### config.mk
export PLATFORM = sky130hd
export DESIGN_NAME = bounded_array_list_engine
export DESIGN_NICKNAME = d
export VERILOG_FILES = /design/src/sv/bale_pkg.sv /design/src/sv/bale_ctrl.sv /design/src/sv/bale_dp.sv /design/src/sv/bounded_array_list_engine.sv
export SDC_FILE = /design/constraint.sdc
export NUM_CORES = 1
export LEC_CHECK = 0
export BUFFER_PORTS_ARGS = -buffer_cell sky130_fd_sc_hd__buf_4
export CAP_MARGIN = 25
export CORE_MARGIN = 4
export CORE_UTILIZATION = 42
export CTS_CLUSTER_DIAMETER = 150
export DETAILED_ROUTE_END_ITERATION = 8
export SLEW_MARGIN = 15
export SYNTH_ARGS = -nofsm -noshare
export SYNTH_HDL_FRONTEND = slang
export SYNTH_HIERARCHICAL = 1
export SYNTH_SLANG_ARGS = --single-unit
### constraint.sdc
create_clock -name clk -period 6.33 [get_ports clk]
set_input_delay 0.9495 -clock clk [delete_from_list [all_inputs] [get_ports clk]]
set_output_delay 0.9495 -clock clk [all_outputs]
set_load 0.05 [all_outputs]
### src/sv/bale_pkg.sv
// Shared constants, action and status codes, and the controller/datapath
// command and status structs for the bounded list engine. No dependencies.
`timescale 1ns / 1ps
`default_nettype none
package bale_pkg;

  localparam int CAPACITY = 16;
  localparam int IDX_W    = (CAPACITY > 1) ? $clog2(CAPACITY) : 1;
  localparam int CNT_W    = $clog2(CAPACITY + 1);

  localparam logic [CNT_W-1:0] CAP_CNT = CNT_W'(CAPACITY);

  localparam logic [2:0] ACT_APPEND = 3'd0;
  localparam logic [2:0] ACT_REMOVE = 3'd1;
  localparam logic [2:0] ACT_INSERT = 3'd2;
  localparam logic [2:0] ACT_FIND   = 3'd3;
  localparam logic [2:0] ACT_COUNT  = 3'd4;
  localparam logic [2:0] ACT_CLEAR  = 3'd5;

  localparam logic [1:0] ST_OK       = 2'd0;
  localparam logic [1:0] ST_FULL     = 2'd1;
  localparam logic [1:0] ST_BADPOS   = 2'd2;
  localparam logic [1:0] ST_NOTFOUND = 2'd3;

  typedef struct packed {
    logic load;
    logic scan;
    logic prep;
    logic shift;
    logic finish;
  } cmd_t;

  typedef struct packed {
    logic scan_op;
    logic shift_op;
    logic remove_op;
    logic scan_done;
    logic shift_done;
    logic hit;
  } stat_t;

endpackage
`default_nettype wire

### src/sv/bale_ctrl.sv
// Sequencer for the bounded list engine: dispatch, scan, shift, finish.
// Depends on bale_pkg for the command and status structs.
`timescale 1ns / 1ps
`default_nettype none
module bale_ctrl (
  input  wire logic          clk,
  input  wire logic          rst_n,
  input  wire logic          start,
  output logic               busy,
  input  bale_pkg::stat_t    stat,
  output bale_pkg::cmd_t     cmd
);
  import bale_pkg::*;

  typedef enum logic [4:0] {
    S_IDLE  = 5'b00001,
    S_DISP  = 5'b00010,
    S_SCAN  = 5'b00100,
    S_SHIFT = 5'b01000,
    S_FIN   = 5'b10000
  } state_t;

  state_t state_r, state_nxt;

  always_comb begin
    state_nxt  = state_r;
    cmd        = '0;
    unique case (state_r)
      S_IDLE: begin
        if (start) begin
          cmd.load  = 1'b1;
          state_nxt = S_DISP;
        end
      end
      S_DISP: begin
        if (stat.scan_op) begin
          state_nxt = S_SCAN;
        end else if (stat.shift_op) begin
          state_nxt = S_SHIFT;
        end else begin
          state_nxt = S_FIN;
        end
      end
      S_SCAN: begin
        cmd.scan = 1'b1;
        if (stat.scan_done) begin
          if (stat.remove_op && stat.hit) begin
            cmd.prep  = 1'b1;
            state_nxt = S_SHIFT;
          end else begin
            state_nxt = S_FIN;
          end
        end
      end
      S_SHIFT: begin
        cmd.shift = 1'b1;
        if (stat.shift_done) begin
          state_nxt = S_FIN;
        end
      end
      S_FIN: begin
        cmd.finish = 1'b1;
        state_nxt  = S_IDLE;
      end
      default: begin
        state_nxt = S_IDLE;
      end
    endcase
  end

  always_ff @(posedge clk) begin
    if (!rst_n) begin
      state_r <= S_IDLE;
    end else begin
      state_r <= state_nxt;
    end
  end

  assign busy = (state_r != S_IDLE);

endmodule
`default_nettype wire

### src/sv/bale_dp.sv
// Datapath for the bounded list engine: entry memory, count, scan and
// shift pointer, match tracking and result registers. Depends on bale_pkg.
`timescale 1ns / 1ps
`default_nettype none
module bale_dp (
  input  wire logic               clk,
  input  wire logic               rst_n,
  input  bale_pkg::cmd_t          cmd,
  output bale_pkg::stat_t         stat,
  input  wire logic [2:0]         in_action,
  input  wire logic signed [31:0] in_value,
  input  wire logic [4:0]         in_position,
  output logic                    out_valid,
  output logic [1:0]              out_status,
  output logic [3:0]              out_found_index,
  output logic [4:0]              out_match_count,
  output logic [4:0]              out_entry_count,
  output logic                    out_is_empty,
  output logic                    out_is_full
);
  import bale_pkg::*;

  logic [31:0]       mem [CAPACITY];

  logic [2:0]        act_r;
  logic [31:0]       val_r;
  logic [4:0]        pos_r;
  logic [CNT_W-1:0]  cnt_r, cnt_nxt;
  logic [CNT_W-1:0]  rptr_r, rptr_nxt, rptr_dec;
  logic              rd_v_r;
  logic [IDX_W-1:0]  rd_tag_r, tag_nxt;
  logic [31:0]       rd_data_r;
  logic              hit_r, hit_nxt;
  logic [IDX_W-1:0]  first_r, first_nxt, last_r, last_nxt;
  logic [CNT_W-1:0]  matches_r, matches_nxt;

  logic              is_find, shift_dn, in_range, eq;
  logic              scan_issue, shift_issue, rd_en;
  logic [IDX_W-1:0]  rd_addr;
  logic              wr_en;
  logic [IDX_W-1:0]  wr_addr;
  logic [31:0]       wr_data;
  logic [1:0]        status;
  logic [IDX_W-1:0]  idx;
  logic [CNT_W-1:0]  match_cnt;

  logic              out_valid_r;
  logic [1:0]        out_status_r;
  logic [3:0]        out_found_index_r;
  logic [4:0]        out_match_count_r;
  logic [4:0]        out_entry_count_r;
  logic              out_is_empty_r, out_is_full_r;

  assign is_find  = (act_r == ACT_FIND);
  assign shift_dn = (act_r == ACT_REMOVE);
  assign in_range = (rptr_r < cnt_r);
  assign rptr_dec = rptr_r - CNT_W'(1);
  assign eq       = rd_v_r && (rd_data_r == val_r);

  assign scan_issue  = cmd.scan && in_range && !(is_find && hit_r);
  assign shift_issue = cmd.shift && (shift_dn ? in_range : (rptr_r > pos_r));
  assign rd_en       = scan_issue || shift_issue;
  assign rd_addr     = (cmd.shift && !shift_dn) ? rptr_dec[IDX_W-1:0] : rptr_r[IDX_W-1:0];

  assign stat.scan_op    = (act_r == ACT_FIND) || (act_r == ACT_COUNT) ||
                           (act_r == ACT_REMOVE);
  assign stat.shift_op   = (act_r == ACT_INSERT) && (cnt_r < CAP_CNT) && (pos_r <= cnt_r);
  assign stat.remove_op  = shift_dn;
  assign stat.hit        = hit_r;
  assign stat.scan_done  = (!rd_v_r && !in_range) || (is_find && hit_r);
  assign stat.shift_done = !rd_v_r && (shift_dn ? !in_range : (rptr_r <= pos_r));

  always_comb begin
    rptr_nxt    = rptr_r;
    tag_nxt     = rd_tag_r;
    hit_nxt     = hit_r;
    first_nxt   = first_r;
    last_nxt    = last_r;
    matches_nxt = matches_r;
    if (cmd.load) begin
      rptr_nxt    = (in_action == ACT_INSERT) ? cnt_r : '0;
      hit_nxt     = 1'b0;
      matches_nxt = '0;
    end else if (cmd.prep) begin
      rptr_nxt = CNT_W'(last_r) + CNT_W'(1);
    end else begin
      if (cmd.scan && eq) begin
        hit_nxt     = 1'b1;
        last_nxt    = rd_tag_r;
        matches_nxt = matches_r + CNT_W'(1);
        if (!hit_r) begin
          first_nxt = rd_tag_r;
        end
      end
      if (rd_en) begin
        if (cmd.shift && !shift_dn) begin
          rptr_nxt = rptr_dec;
          tag_nxt  = rptr_r[IDX_W-1:0];
        end else if (cmd.shift) begin
          rptr_nxt = rptr_r + CNT_W'(1);
          tag_nxt  = rptr_dec[IDX_W-1:0];
        end else begin
          rptr_nxt = rptr_r + CNT_W'(1);
          tag_nxt  = rptr_r[IDX_W-1:0];
        end
      end
    end
  end

  always_comb begin
    status    = ST_OK;
    idx       = '0;
    match_cnt = '0;
    cnt_nxt   = cnt_r;
    wr_en     = cmd.shift && rd_v_r;
    wr_addr   = rd_tag_r;
    wr_data   = rd_data_r;
    if (cmd.finish) begin
      case (act_r)
        ACT_APPEND: begin
          if (cnt_r >= CAP_CNT) begin
            status = ST_FULL;
          end else begin
            wr_en   = 1'b1;
            wr_addr = cnt_r[IDX_W-1:0];
            wr_data = val_r;
            cnt_nxt = cnt_r + CNT_W'(1);
          end
        end
        ACT_REMOVE: begin
          if (!hit_r) begin
            status = ST_NOTFOUND;
          end else begin
            cnt_nxt = cnt_r - CNT_W'(1);
          end
        end
        ACT_INSERT: begin
          if (cnt_r >= CAP_CNT) begin
            status = ST_FULL;
          end else if (pos_r > cnt_r) begin
            status = ST_BADPOS;
          end else begin
            wr_en   = 1'b1;
            wr_addr = IDX_W'(pos_r);
            wr_data = val_r;
            cnt_nxt = cnt_r + CNT_W'(1);
          end
        end
        ACT_FIND: begin
          if (!hit_r) begin
            status = ST_NOTFOUND;
          end else begin
            idx = first_r;
          end
        end
        ACT_COUNT: begin
          match_cnt = matches_r;
        end
        ACT_CLEAR: begin
          cnt_nxt = '0;
        end
        default: begin
        end
      endcase
    end
  end

  always_ff @(posedge clk) begin
    if (wr_en) begin
      mem[wr_addr] <= wr_data;
    end
    if (rd_en) begin
      rd_data_r <= mem[rd_addr];
    end
  end

  always_ff @(posedge clk) begin
    if (cmd.load) begin
      act_r <= in_action;
      val_r <= in_value;
      pos_r <= in_position;
    end
    rd_tag_r  <= tag_nxt;
    first_r   <= first_nxt;
    last_r    <= last_nxt;
    matches_r <= matches_nxt;
    if (cmd.finish) begin
      out_status_r      <= status;
      out_found_index_r <= 4'(idx);
      out_match_count_r <= 5'(match_cnt);
      out_entry_count_r <= 5'(cnt_nxt);
      out_is_empty_r    <= (cnt_nxt == '0);
      out_is_full_r     <= (cnt_nxt == CAP_CNT);
    end
  end

  always_ff @(posedge clk) begin
    if (!rst_n) begin
      cnt_r       <= '0;
      rptr_r      <= '0;
      rd_v_r      <= 1'b0;
      hit_r       <= 1'b0;
      out_valid_r <= 1'b0;
    end else begin
      cnt_r       <= cnt_nxt;
      rptr_r      <= rptr_nxt;
      rd_v_r      <= rd_en;
      hit_r       <= hit_nxt;
      out_valid_r <= cmd.finish;
    end
  end

  assign out_valid       = out_valid_r;
  assign out_status      = out_status_r;
  assign out_found_index = out_found_index_r;
  assign out_match_count = out_match_count_r;
  assign out_entry_count = out_entry_count_r;
  assign out_is_empty    = out_is_empty_r;
  assign out_is_full     = out_is_full_r;

endmodule
`default_nettype wire

### src/sv/bounded_array_list_engine.sv
// Top level of the bounded list engine: joins the sequencer and the datapath.
// Depends on bale_pkg, bale_ctrl and bale_dp.
//
//   channel   direction  handshake             payload
//   in_       input      start high, busy low  in_action, in_value, in_position
//   out_      output     out_valid strobe      out_status .. out_is_full
//
// Append, clear, spare codes, and appends or inserts that are refused go from
// dispatch straight to finish. Find, count and remove read the held entries one
// per cycle (one read and one write port); find stops at its first match.
// Insert shifts the entries from its position up before it writes; a remove
// that finds its value shifts the later entries down after its scan.
// busy falls in the cycle the one-cycle out_valid strobe is shown; the receiver
// cannot stall. Reset empties the list; entries are only read after being written.
`timescale 1ns / 1ps
`default_nettype none
module bounded_array_list_engine (
  input  wire logic               clk,
  input  wire logic               rst_n,
  input  wire logic               start,
  output logic                    busy,
  input  wire logic [2:0]         in_action,
  input  wire logic signed [31:0] in_value,
  input  wire logic [4:0]         in_position,
  output logic                    out_valid,
  output logic [1:0]              out_status,
  output logic [3:0]              out_found_index,
  output logic [4:0]              out_match_count,
  output logic [4:0]              out_entry_count,
  output logic                    out_is_empty,
  output logic                    out_is_full
);
  import bale_pkg::*;

  cmd_t  cmd;
  stat_t stat;

  bale_ctrl u_ctrl (
    .clk   (clk),
    .rst_n (rst_n),
    .start (start),
    .busy  (busy),
    .stat  (stat),
    .cmd   (cmd)
  );

  bale_dp u_dp (
    .clk             (clk),
    .rst_n           (rst_n),
    .cmd             (cmd),
    .stat            (stat),
    .in_action       (in_action),
    .in_value        (in_value),
    .in_position     (in_position),
    .out_valid       (out_valid),
    .out_status      (out_status),
    .out_found_index (out_found_index),
    .out_match_count (out_match_count),
    .out_entry_count (out_entry_count),
    .out_is_empty    (out_is_empty),
    .out_is_full     (out_is_full)
  );

  a_accept_busy: assert property (@(posedge clk) disable iff (!rst_n)
    (start && !busy) |=> busy)
    else $error("accepted item did not raise busy");

  a_result_idle: assert property (@(posedge clk) disable iff (!rst_n)
    out_valid |-> !busy)
    else $error("result strobe while busy");

  a_strobe_once: assert property (@(posedge clk) disable iff (!rst_n)
    out_valid |=> !out_valid)
    else $error("result strobe longer than one cycle");

  a_empty_flag: assert property (@(posedge clk) disable iff (!rst_n)
    out_valid |-> (out_is_empty == (out_entry_count == 5'd0)))
    else $error("empty flag disagrees with entry count");

endmodule
`default_nettype wire
# Word-level counts from Yosys, hierarchy flattened
# Memory sizes are Yosys's and may differ from the RTL's. A register that Yosys moved wholly into a read port is not among the register bits.
# Index checks and enable logic that the tools add are counted.
# Widths: inputs -> output; s select.
[op_classes]
n_addsub = 6
order_cmp = 7
n_eq_ne = 17
n_mux = 52
bitwise_logic = 4
reduce_logical = 32
[ops]
columns = ["operator", "n"]
rows = [
  ["$mux 32", 4],
  ["$mux 5", 16],
  ["$pmux 32 s2", 1],
  ["$pmux 5 s4", 2],
  ["$eq 32x32->1", 1],
  ["$mux 4", 7],
  ["$add 5x1->5 const B", 3],
  ["$mux 1", 15],
  ["$logic_and 1x1->1", 13],
  ["$eq 5x5->1 const B", 2],
  ["$gt 5x5->1", 2],
  ["$le 5x5->1", 2],
  ["$sub 5x1->5 const B", 2],
  ["$eq 3x2->1 const B", 3],
  ["$reduce_and 3->1", 3],
  ["$mux 2", 4],
  ["$pmux 4 s2", 1],
  ["$eq 3x3->1 const B", 2],
  ["$ne 2x2->1 const B", 3],
  ["$pmux 2 s3", 1],
  ["$add 4x1->5 const B", 1],
  ["$eq 5x1->1 const B", 1],
  ["$eq 5x2->1 const B", 1],
  ["$eq 5x3->1 const B", 1],
  ["other kinds (16)", 27],
]
[word_totals]
register_bits = 93
ramBits = 512
inputBits = 43
out_inout_bits = 20
wordCells = 138
mem_count = 1
[mem_list]
columns = ["memory", "words", "word_bits", "rd", "rd_clocked_by_memory_dff", "write_ports", "line", "rtl"]
rows = [
  ["u_dp.mem", 16, 32, 1, 1, 1, "bale_dp.sv:23", "logic [31:0] mem [CAPACITY];"],
]

# Depth between registers and ports, before layout
# Gate-level depths: netlist of run 1.
[logic_depth]
depth_word = 12
depth_mapped = 14
depth_no_buf = 12

# Hierarchy
# The synthesis of run 1 kept the hierarchy.
[by_module_without_submodules]
columns = ["module", "n_inst", "cells_per_inst", "area_each_um2", "seq_area_each_um2"]
rows = [
  ["bale_dp", 1, 1726, 26422.8, 18798.0],
  ["bale_ctrl", 1, 47, 389.1, 100.1],
]

# Worst setup path after synthesis of run 1
# OpenSTA, ideal clock, no wires.
[synth_timing]
kind = "register to register"
start = "register u_dp.cnt_r[2]"
end = "memory u_dp.mem[4][0] (enable)"
setup_time_ns = 0.513
arrival_ns = 5.508
required_time_ns = 5.817
path_slack_ns = 0.308
path_stages_with_launch = 10
path_buffers = 1
synth_period_minus_slack_ns = 6.022
path_cell_list = "dfxtp_1 -> clkbuf_1 -> inv_1 -> ha_1 -> nor2_1 -> a211oi_1 -> o21ai_2 -> a31o_2 -> a21o_1 -> nor4b_1"
[synth_between]
elab_chain_len = 7
elab_cells_between_ends = 14
cone_classes = "2 x order compare; 12 x mux"
[synth_rtl]
columns = ["item", "line", "rtl"]
rows = [
  ["start, declared", "bale_dp.sv:28", "logic [CNT_W-1:0] cnt_r, cnt_nxt;"],
  ["start signal, assigned", "bale_dp.sv:205", "cnt_r <= cnt_nxt;"],
  ["$gt 5x5->1", "bale_dp.sv:140", "end else if (pos_r > cnt_r) begin"],
  ["$mux 1", "bale_dp.sv:140", ""],
  ["$mux 1", "bale_dp.sv:138", "if (cnt_r >= CAP_CNT) begin"],
  ["$pmux 1 s2", "bale_dp.sv:119", "case (act_r)"],
  ["$mux 1", "bale_dp.sv:118", "if (cmd.finish) begin"],
  ["$mux 1", "bale_dp.sv:169", "if (wr_en) begin"],
  ["$mux 1 (not written as such)", "bale_dp.sv:170", "mem[wr_addr] <= wr_data;"],
  ["end, declared", "bale_dp.sv:23", ""],
]
# Several ways; a longest one is shown, not always the timed one.

# Worst setup path in the final report of run 1
[layout_timing]
start = "register u_dp.cnt_r[4]"
end = "memory u_dp.mem[7][5] (enable)"
# The elaborated chain is that of the path after synthesis.

==> metrics.md, run 1 <==
| Metric | Value |
|---|---|
| Final Cycle Share | 71.18% |
| Yosys synthesis warning count | 6 |
| Core area | 0.06308 mm² |
| Via-per-instance ratio | 5.562 |
| Post-Syn Nets | 1836 |
| Final setup vio count | 0 |
| Worst slew pin tran | 0.9212 ns |
| Crit path launch | u_dp/cnt_r[4] |
| All-Layer GR Usage | 18.77% |
| Number of global-route vias before repair | 15020 |
| Startpoint Class | flip-flop |
| Leakage | 11.29 nW |
| Reg clk slew, reported paths | 0.06 ns |
| Cells after synthesis | 1773 |
| Max FO, Critical Path | 19 |
| DR DRC count | 0 |
| Ys async rst share | 0% |
| Iter 0 DRT Violations | around 1400 |
| Max-slew headroom | 38.59% |
| Critical Path AT | 4.77 ns |
| Placer Congestion | 0.8567 |
| Max-cap violations | 0 |
| Placed instance area | approximately 0.028 mm² |
| WL/cell | approximately 23 µm |
| Yosys top cell area share | between 60% and 70% |
| Max Clock Skew | between 0.02 and 0.03 ns |
| Clock root cell | clkbuf_16 |
| Commonest cells post-synth | 614 x edfxtp_1, 264 x mux2i_1, 215 x nand2_1, 83 x nand3_1, 43 x nand4_1 |
| H-tree levels | 3 |
| DR vias | 15320 |
| Setup TNS | 0 ns |
| Total setup buffers inserted after CTS | 0 |
| EDFF count, synth | 614 |
| Area leader, netlist | edfxtp_1 |
| Max Root-Sink Buffers | 3 |
| Cell with the most instances after synthesis | edfxtp_1 |
| Worst path required time | ~6.6 ns |
| Seq cells post-synth | 637 |
| Critical R2R Launch | u_dp/cnt_r[4] |
| Initial antenna violation count | 0 |
| Final WL | 64120 µm |
| Die width | between 200 and 300 µm |
| Largest net degree at the start of global routing | 82 |
| Type of the worst setup path | flip-flop to flip-flop |
| Post_cts resized | 0 |
| Hold Path Stages | 1 |
| Pins over their slew limit | 0 |
| Count of different cell masters after synthesis | 83 |
| HP Class | primary input to flip-flop |
| RSZ-0062 raised after global routing | no |
| N_diodes | 0 |
| Top-level port count | 63 |
| Share of cells above drive strength 1 | between 10% and 20% |
| Worst vdd ir | around 0.24 mV |
| Final ANT Viol Nets | 0 |
| Die area | 0.06794 mm² |
| Hold Crit Start | in_value[12] |
| Nets@finish | 1922 |
| R2R cell count | 9 |
| Post-DP HPWL | 36540 µm |
| TritonCTS Buffers | 70 |
| Post-layout min period | 4.505 ns |
| Ys flop type | edfxtp_1 |
| Starting density of the core | a little over two fifths |
| Most area-consuming cells after synthesis | edfxtp_1 69%, mux2i_1 9.9%, nand2_1 3.0% |
| Syn Area/Cell | 15.12 µm² |
| DRT Pass-1 Iters | 6 |
| Clock Latency Late Sink | a little over 0.6 ns |
| Final hold vios | 0 |
| TritonCTS clock tree | yes |
| Clock Sinks | 637 |
| Syn Std Cell Area | between 0.02 and 0.03 mm² |
| Grt ovf | 0 |
| Final instance area | between 0.03 and 0.04 mm² |
| Status | complete, no violations |
| Layout area overhead | 13.89% |
| Hold_buf cts | 0 |
| Port buffer count | 62 |
| Die H | 260.7 µm |
| First-pass GRT wire length | approximately 95000 µm |
| Crit. End Element | flip-flop |
| PD cells | 305.6 mW/mm² |
| Fmax | 222.0 MHz |
| Rows | between 90 and 100 |
| Sequential fraction of the synthesis area | 70.48% |
[cells by family after synthesis]
family          share of synthesized area [%]
compound gates                          4.419
flops                                   70.48
simple gates                            9.207
xor+xnor                                1.335
fa+ha+maj                              0.9333
mux                                     11.33
buf+inv                                 2.296
[layout by cell type (no fill, tap or decap), types with 20 or more instances in the layout]
| cell | netlist | routed |
|---|---|---|
| mux2_1 | 32 | 32 |
| dfxtp_1 | 23 | 23 |
| a32oi_1 | 34 | 34 |
| nand4_1 | 43 | 43 |
| ha_1 | 20 | 20 |
| xnor2_1 | 24 | 24 |
| clkbuf_16 | 0 | 71 |
| a21oi_1 | 20 | 20 |
| inv_1 | 23 | 22 |
| nand2_1 | 215 | 214 |
| mux2i_1 | 264 | 264 |
| o21ai_1 | 34 | 34 |
| nor2_1 | 38 | 36 |
| nand3_1 | 83 | 83 |
| edfxtp_1 | 614 | 614 |
| buf_4 | 20 | 100 |
[worst max-delay path, cell delays in order (launching register included)]
cell and delay (ns):
dfxtp_1 0.70, inv_1 0.26, ha_1 0.37, nand2_1 0.11
a211o_1 0.27, a31oi_1 0.55, o21ai_0 0.32, a221oi_1 0.53
and3_2 0.60, buf_4 0.43
[report_power, final]
| group | internal (mW) | switching (mW) | total [mW] |
|---|---|---|---|
| logic | 0.334 | 0.525 | 0.859 |
| registers | 4.61 | 0.0424 | 4.65 |
| clock network | 2.20 | 1.62 | 3.82 |
| total | 7.15 | 2.19 | 9.33 |
[sequential cells by signal, indices dropped and copies added (netlist names)]
name and cells:
u_dp/out_found_index 4, u_dp/pos_r 5, u_dp/mem 512, u_dp/act_r 3, u_dp/out_is_full 1, u_dp/out_is_empty 1, u_dp/hit_r 1, u_dp/out_match_count 5
u_dp/out_valid 1, u_dp/rd_data_r 32, u_dp/rd_tag_r 4, u_dp/out_status 2, u_dp/val_r 32, u_dp/rd_v_r 1, u_dp/last_r 4, u_ctrl/state_r 5
u_dp/first_r 4, u_dp/matches_r 5, u_dp/cnt_r 5, u_dp/rptr_r 5, u_dp/out_entry_count 5
[per-layer routing]
layer	vias up	GRT usage (%)	share of wire (%)
met1	7793	25.52	44
met4	0	5.830	2.5
met3	106	3.843	5.4
met2	421	30.54	48
met5	-	0	0
li1	6999	-	-
[per-stage QoR]
step                      util (%)  cells  hold slack (ns)  power [mW]  worst slack, ns
after floorplan                  -   1773           0.4615       5.346           0.3083
after global placement       44.90   2630           0.5222       5.585            1.973
after detailed placement     44.90   2630           0.5356       5.595            1.851
after CTS                    48.31   2751           0.4690       9.424            1.821
after global routing         48.41   2754           0.4710       9.680            1.534
final                        48.41   2754           0.5079       9.333            1.825
[cell type report]
type | count | area, µm²
clock inverter | 35 | 306.5
clock buffer | 86 | 1843
tap | 846 | 1059
sequential | 637 | 18900
inverter | 24 | 90.09
timing repair buffer | 107 | 893.4
fill | 5449 | 32550
multi-input combinational | 1019 | 7446
[path summary, 6_finish.rpt]
path	endpoint	slack, ns
setup reg to reg	u_dp/mem[7][5]	1.82
setup / recovery	u_dp/mem[7][5]	1.82
hold / removal	u_dp/val_r[12]	0.51
hold reg to reg	u_dp/out_found_index[0]	0.54
Note: power is estimated with default switching activity, not from simulation.
==> inputs of run 2 (changes only) <==
--- a/config.mk
+++ b/config.mk
@@ -5,6 +5,7 @@
 export SDC_FILE = /design/constraint.sdc
 export NUM_CORES = 1
 export LEC_CHECK = 0
+export ABC_AREA = 1
 export BUFFER_PORTS_ARGS = -buffer_cell sky130_fd_sc_hd__buf_4
 export CAP_MARGIN = 25
 export CORE_MARGIN = 4
==> constraint.sdc (replaced) <==
create_clock -name clk -period 3.68 [get_ports clk]
set_input_delay 0.552 -clock clk [delete_from_list [all_inputs] [get_ports clk]]
set_output_delay 0.552 -clock clk [all_outputs]
set_load 0.05 [all_outputs]
==> run 2 against run 1 <==
Effect of this change:
- cell area is 7.0% higher
- fmax is 31% higher
- critical path depth is 5 higher
- sequential power is 74% higher
- largest cell class unchanged
- synthesized cell count is 43% higher
- sequential share of layout area is 4.1 points lower
- hold slack worse by 0.39 ns
- first-iteration DRC count is 66% higher
- clock-buffer cell count is 3 lower
==> metrics.md, run 2 <==
| Metric | Value |
|---|---|
| Number of flip-flops under the largest register name | 512 (unchanged) |
| WL/cell | 21.87 µm (-6.1%) |
| Simple logic cell fraction of the synthesized area | 13.27% (+4.1 points) |
| Final core utilization | 48.65% (+0.25 points) |
| Max-cap violations | 0 (unchanged) |
| Largest net degree at the start of global routing | 96 (+17%) |
| Number of global-route vias before repair | 18720 (+25%) |
| Area share of fa/ha/maj cells after synthesis | 0.8787% (-0.055 points) |
| DR DRC count | 0 (unchanged) |
| Post-synthesis xor/xnor area fraction | 0.7381% (-0.60 points) |
| R2R cell count | 14 (+5) |
| Max incr delay on CP | 0.49 ns (-0.21 ns) |
| Status | complete, no violations |
| Final ANT Viol Nets | 0 (unchanged) |
| Yosys top cell area share | 64.74% (-4.0 points) |
| Port buffer count | 62 (unchanged) |
| Reg clk slew, reported paths | 0.06 ns (about the same) |
| Placed instance area | 0.03051 mm² (+7.7%) |
| Initial antenna violation count | 3 (+3) |
| Leakage | 11.54 nW (+2.2%) |
| Area leader, netlist | edfxtp_1 |
| H-tree levels | 3 (unchanged) |
| Crit. End Element | flip-flop |
| Die area | 0.07204 mm² (+6.0%) |
| HP Class | primary input to flip-flop |
| Yosys synthesis warning count | 6 (unchanged) |
| Pins over their slew limit | 0 (unchanged) |
| Final worst slack | 0.2379 ns (-1.587 ns) |
| Sequential fraction of the synthesis area | 66.36% (-4.1 points) |
| Top cell by count, worst path | nand2_1 |
| Type of the worst setup path | flip-flop to flip-flop |
| Most area-consuming cells after synthesis | edfxtp_1 65%, o211ai_1 5.7%, nand2_1 4.6% |
| Worst path required time | 3.94 ns (-2.65 ns) |
| Top-level port count | 63 (unchanged) |
| Total power after layout | 17.59 mW (+88%) |
| Post-DP HPWL | 49830 µm (+36%) |
| DR vias | 19610 (+28%) |
| Largest registers | u_dp/mem (512), u_dp/rd_data_r (32), u_dp/val_r (32) |
| Mux cell area share after synthesis | 0% (-11 points) |
| Reg with most FFs | u_dp/mem |
| Core area | 0.06716 mm² (+6.5%) |
| Post-Syn Nets | 2593 (+41%) |
| Ys flop type | edfxtp_1 |
| Cells after synthesis | 2530 (+43%) |
| Largest family of logic cells by synthesized area | simple AND/OR/NAND/NOR gates |
| Fmax | 290.5 MHz (+31%) |
| Max Clock Skew | 0.01958 ns (-0.005851 ns) |
| Rows | 95 (+3.3%) |
| Syn Std Cell Area | 0.02848 mm² (+6.2%) |
| PD cells | 538.4 mW/mm² (+76%) |
| Compound-Gate Fraction of Synth Area | 12.03% (+7.6 points) |
| Post-layout min period | 3.442 ns (-1.063 ns) |
| RSZ-0062 raised after global routing | yes |
| Ys async rst share | 0% (unchanged) |
| First-pass GRT wire length | 116600 µm (+23%) |
| Max FO, Critical Path | 19 (unchanged) |
| EDFF count, synth | 614 (unchanged) |
| Clock Latency Late Sink | 0.61 ns (about the same) |
| TritonCTS Buffers | 67 (-4.3%) |
| Place WS | 0.3057 ns (-1.546 ns) |
| Final instance area | 0.03268 mm² (+7.0%) |
| Worst slew pin tran | 0.7287 ns (-0.1925 ns) |
| Final cell count without fillers | 3549 (+29%) |
| Clock Sinks | 637 (unchanged) |
| Most frequent cells in the layout | 614 x edfxtp_1, 344 x nand2_1, 283 x inv_1, 217 x o211ai_1, 205 x nand3_1 |
| Share of cells above drive strength 1 | 12.19% (-0.76 points) |
| Grt ovf | 0 (unchanged) |
| Setup TNS | 0 ns (unchanged) |
| Most common cell after layout, fill and taps aside | edfxtp_1 |
| Startpoint Class | flip-flop |
| Die width | 268.4 µm (+3.0%) |
| Iter 0 DRT Violations | 2356 (+66%) |
| Syn Area/Cell | 11.26 µm² (-26%) |
| Nets@finish | 2686 (+40%) |
| Commonest cells post-synth | 614 x edfxtp_1, 346 x nand2_1, 284 x inv_1, 217 x o211ai_1, 210 x nor2_1 |
| Buf+Inv Stages, Crit Path | 2 (unchanged) |
| Final hold vios | 0 (unchanged) |
| Layout area overhead | 14.73% |
| All-Layer GR Usage | 21.40% (+2.6 points) |
| CP delay by family, top | simple AND/OR/NAND/NOR gates |
| Count of different cell masters after synthesis | 41 (-51%) |
| Cell with the most instances after synthesis | edfxtp_1 |
| Max Root-Sink Buffers | 3 (unchanged) |
| Worst vdd ir | 0.3807 mV (+60%) |
| Crit path cell chain | inv_1 -> ha_1 -> nand2_1 -> nand2_1 -> nand2_1 -> nand3_1 -> nand2_2 -> nand2_2 -> nand2_1 -> nand3_1 -> a21oi_1 -> nand3_1 -> nor2_4 -> buf_4 |
| Final setup vio count | 0 (unchanged) |
| Via-per-instance ratio | 5.527 (-0.64%) |
| Clock root cell | clkbuf_16 |
| Final WL | 77630 µm (+21%) |
| Die H | 268.4 µm (+3.0%) |
| TritonCTS clock tree | yes |
| Final Cycle Share | 93.54% (+22 points) |
| Seq cells post-synth | 637 (unchanged) |
| DRT Pass-1 Iters | 8 (+2) |
| Placer Congestion | 0.8630 (+0.74%) |
| Max stage delay cell, worst path | dfxtp_1 |
| Hold Path Stages | 1 (unchanged) |
| Critical Path AT | 3.70 ns (-1.07 ns) |
| Inst Count DP | 3427 (+30%) |
| Total setup buffers inserted after CTS | 0 (unchanged) |
| Hold_ws | 0.1165 ns (-0.3914 ns) |
| Starting density of the core | 42.41% (-0.097 points) |
| Max-slew headroom | 51.35% (+13 points) |
| Worst path depth | 14 (+5) |
run 2: changes by cell type in the layout (fill, tap and decap cells not counted), sizes merged, moves of 123 or more:
cell    change
inv       +274
mux2i     -264
o21ai     +191
nor2      +178
nand2     +139
nand3     +123
o211ai    +215
run 2: path summary, 6_finish.rpt:
| kind | start | endpoint | slack, ns |
|---|---|---|---|
| worst max-delay path | u_dp/cnt_r[2] | u_dp/mem[11][0] | 0.24 |
| worst min-delay path | in_value[18] | u_dp/val_r[18] | 0.12 |
| worst max register to register | u_dp/cnt_r[2] | u_dp/mem[11][0] | 0.24 |
| worst min register to register | u_dp/matches_r[4] | u_dp/matches_r[4] | 0.48 |
run 2: power breakdown:
part | leakage [nW] | total (mW) | internal (mW) | switching (mW)
Combinational | 4.76 | 2.77 | 0.863 | 1.90
Sequential | 5.73 | 8.11 | 8.00 | 0.107
Clock | 1.05 | 6.71 | 3.87 | 2.85
run 2: cell type report:
class	count	area, µm²
clock buffers	83	1800
fillers	5884	34480
flip-flops and latches	637	18900
diodes	1	2.502
inverters	294	1109
repair buffers	165	1536
clock inverters	38	361.6
well taps	873	1092
multi-input cells	1458	7875
run 2: kinds of logic (layout without fill, tap and decap cells):
family                     count (synthesis)  count (layout)
and+or+nand+nor                          864             864
DFF                                      637             637
AOI/OAI and AO/OA                        550             550
buffers and inverters                    435             580
xor gates and xnor gates                  24              24
adders and majority gates                 20              20
other                                      0               1
run 2: routing by layer:
| metal | global-route usage, % | vias to the layer above | wire length [µm] |
|---|---|---|---|
| met1 | 30.94 | 9532 | 34380 |
| met2 | 33.89 | 795 | 35660 |
| met5 | 0 | - | 0 |
| met3 | 3.607 | 101 | 6116 |
| met4 | 5.609 | 0 | 1468 |
| li1 | - | 9186 | - |
run 2: repair_timing:
action                                  in CTS  in global routing
resized for setup                            0                  0
endpoints found under the hold margin        0                  0
hold buffers                                 0                  0
endpoints found under the setup margin       0                 19
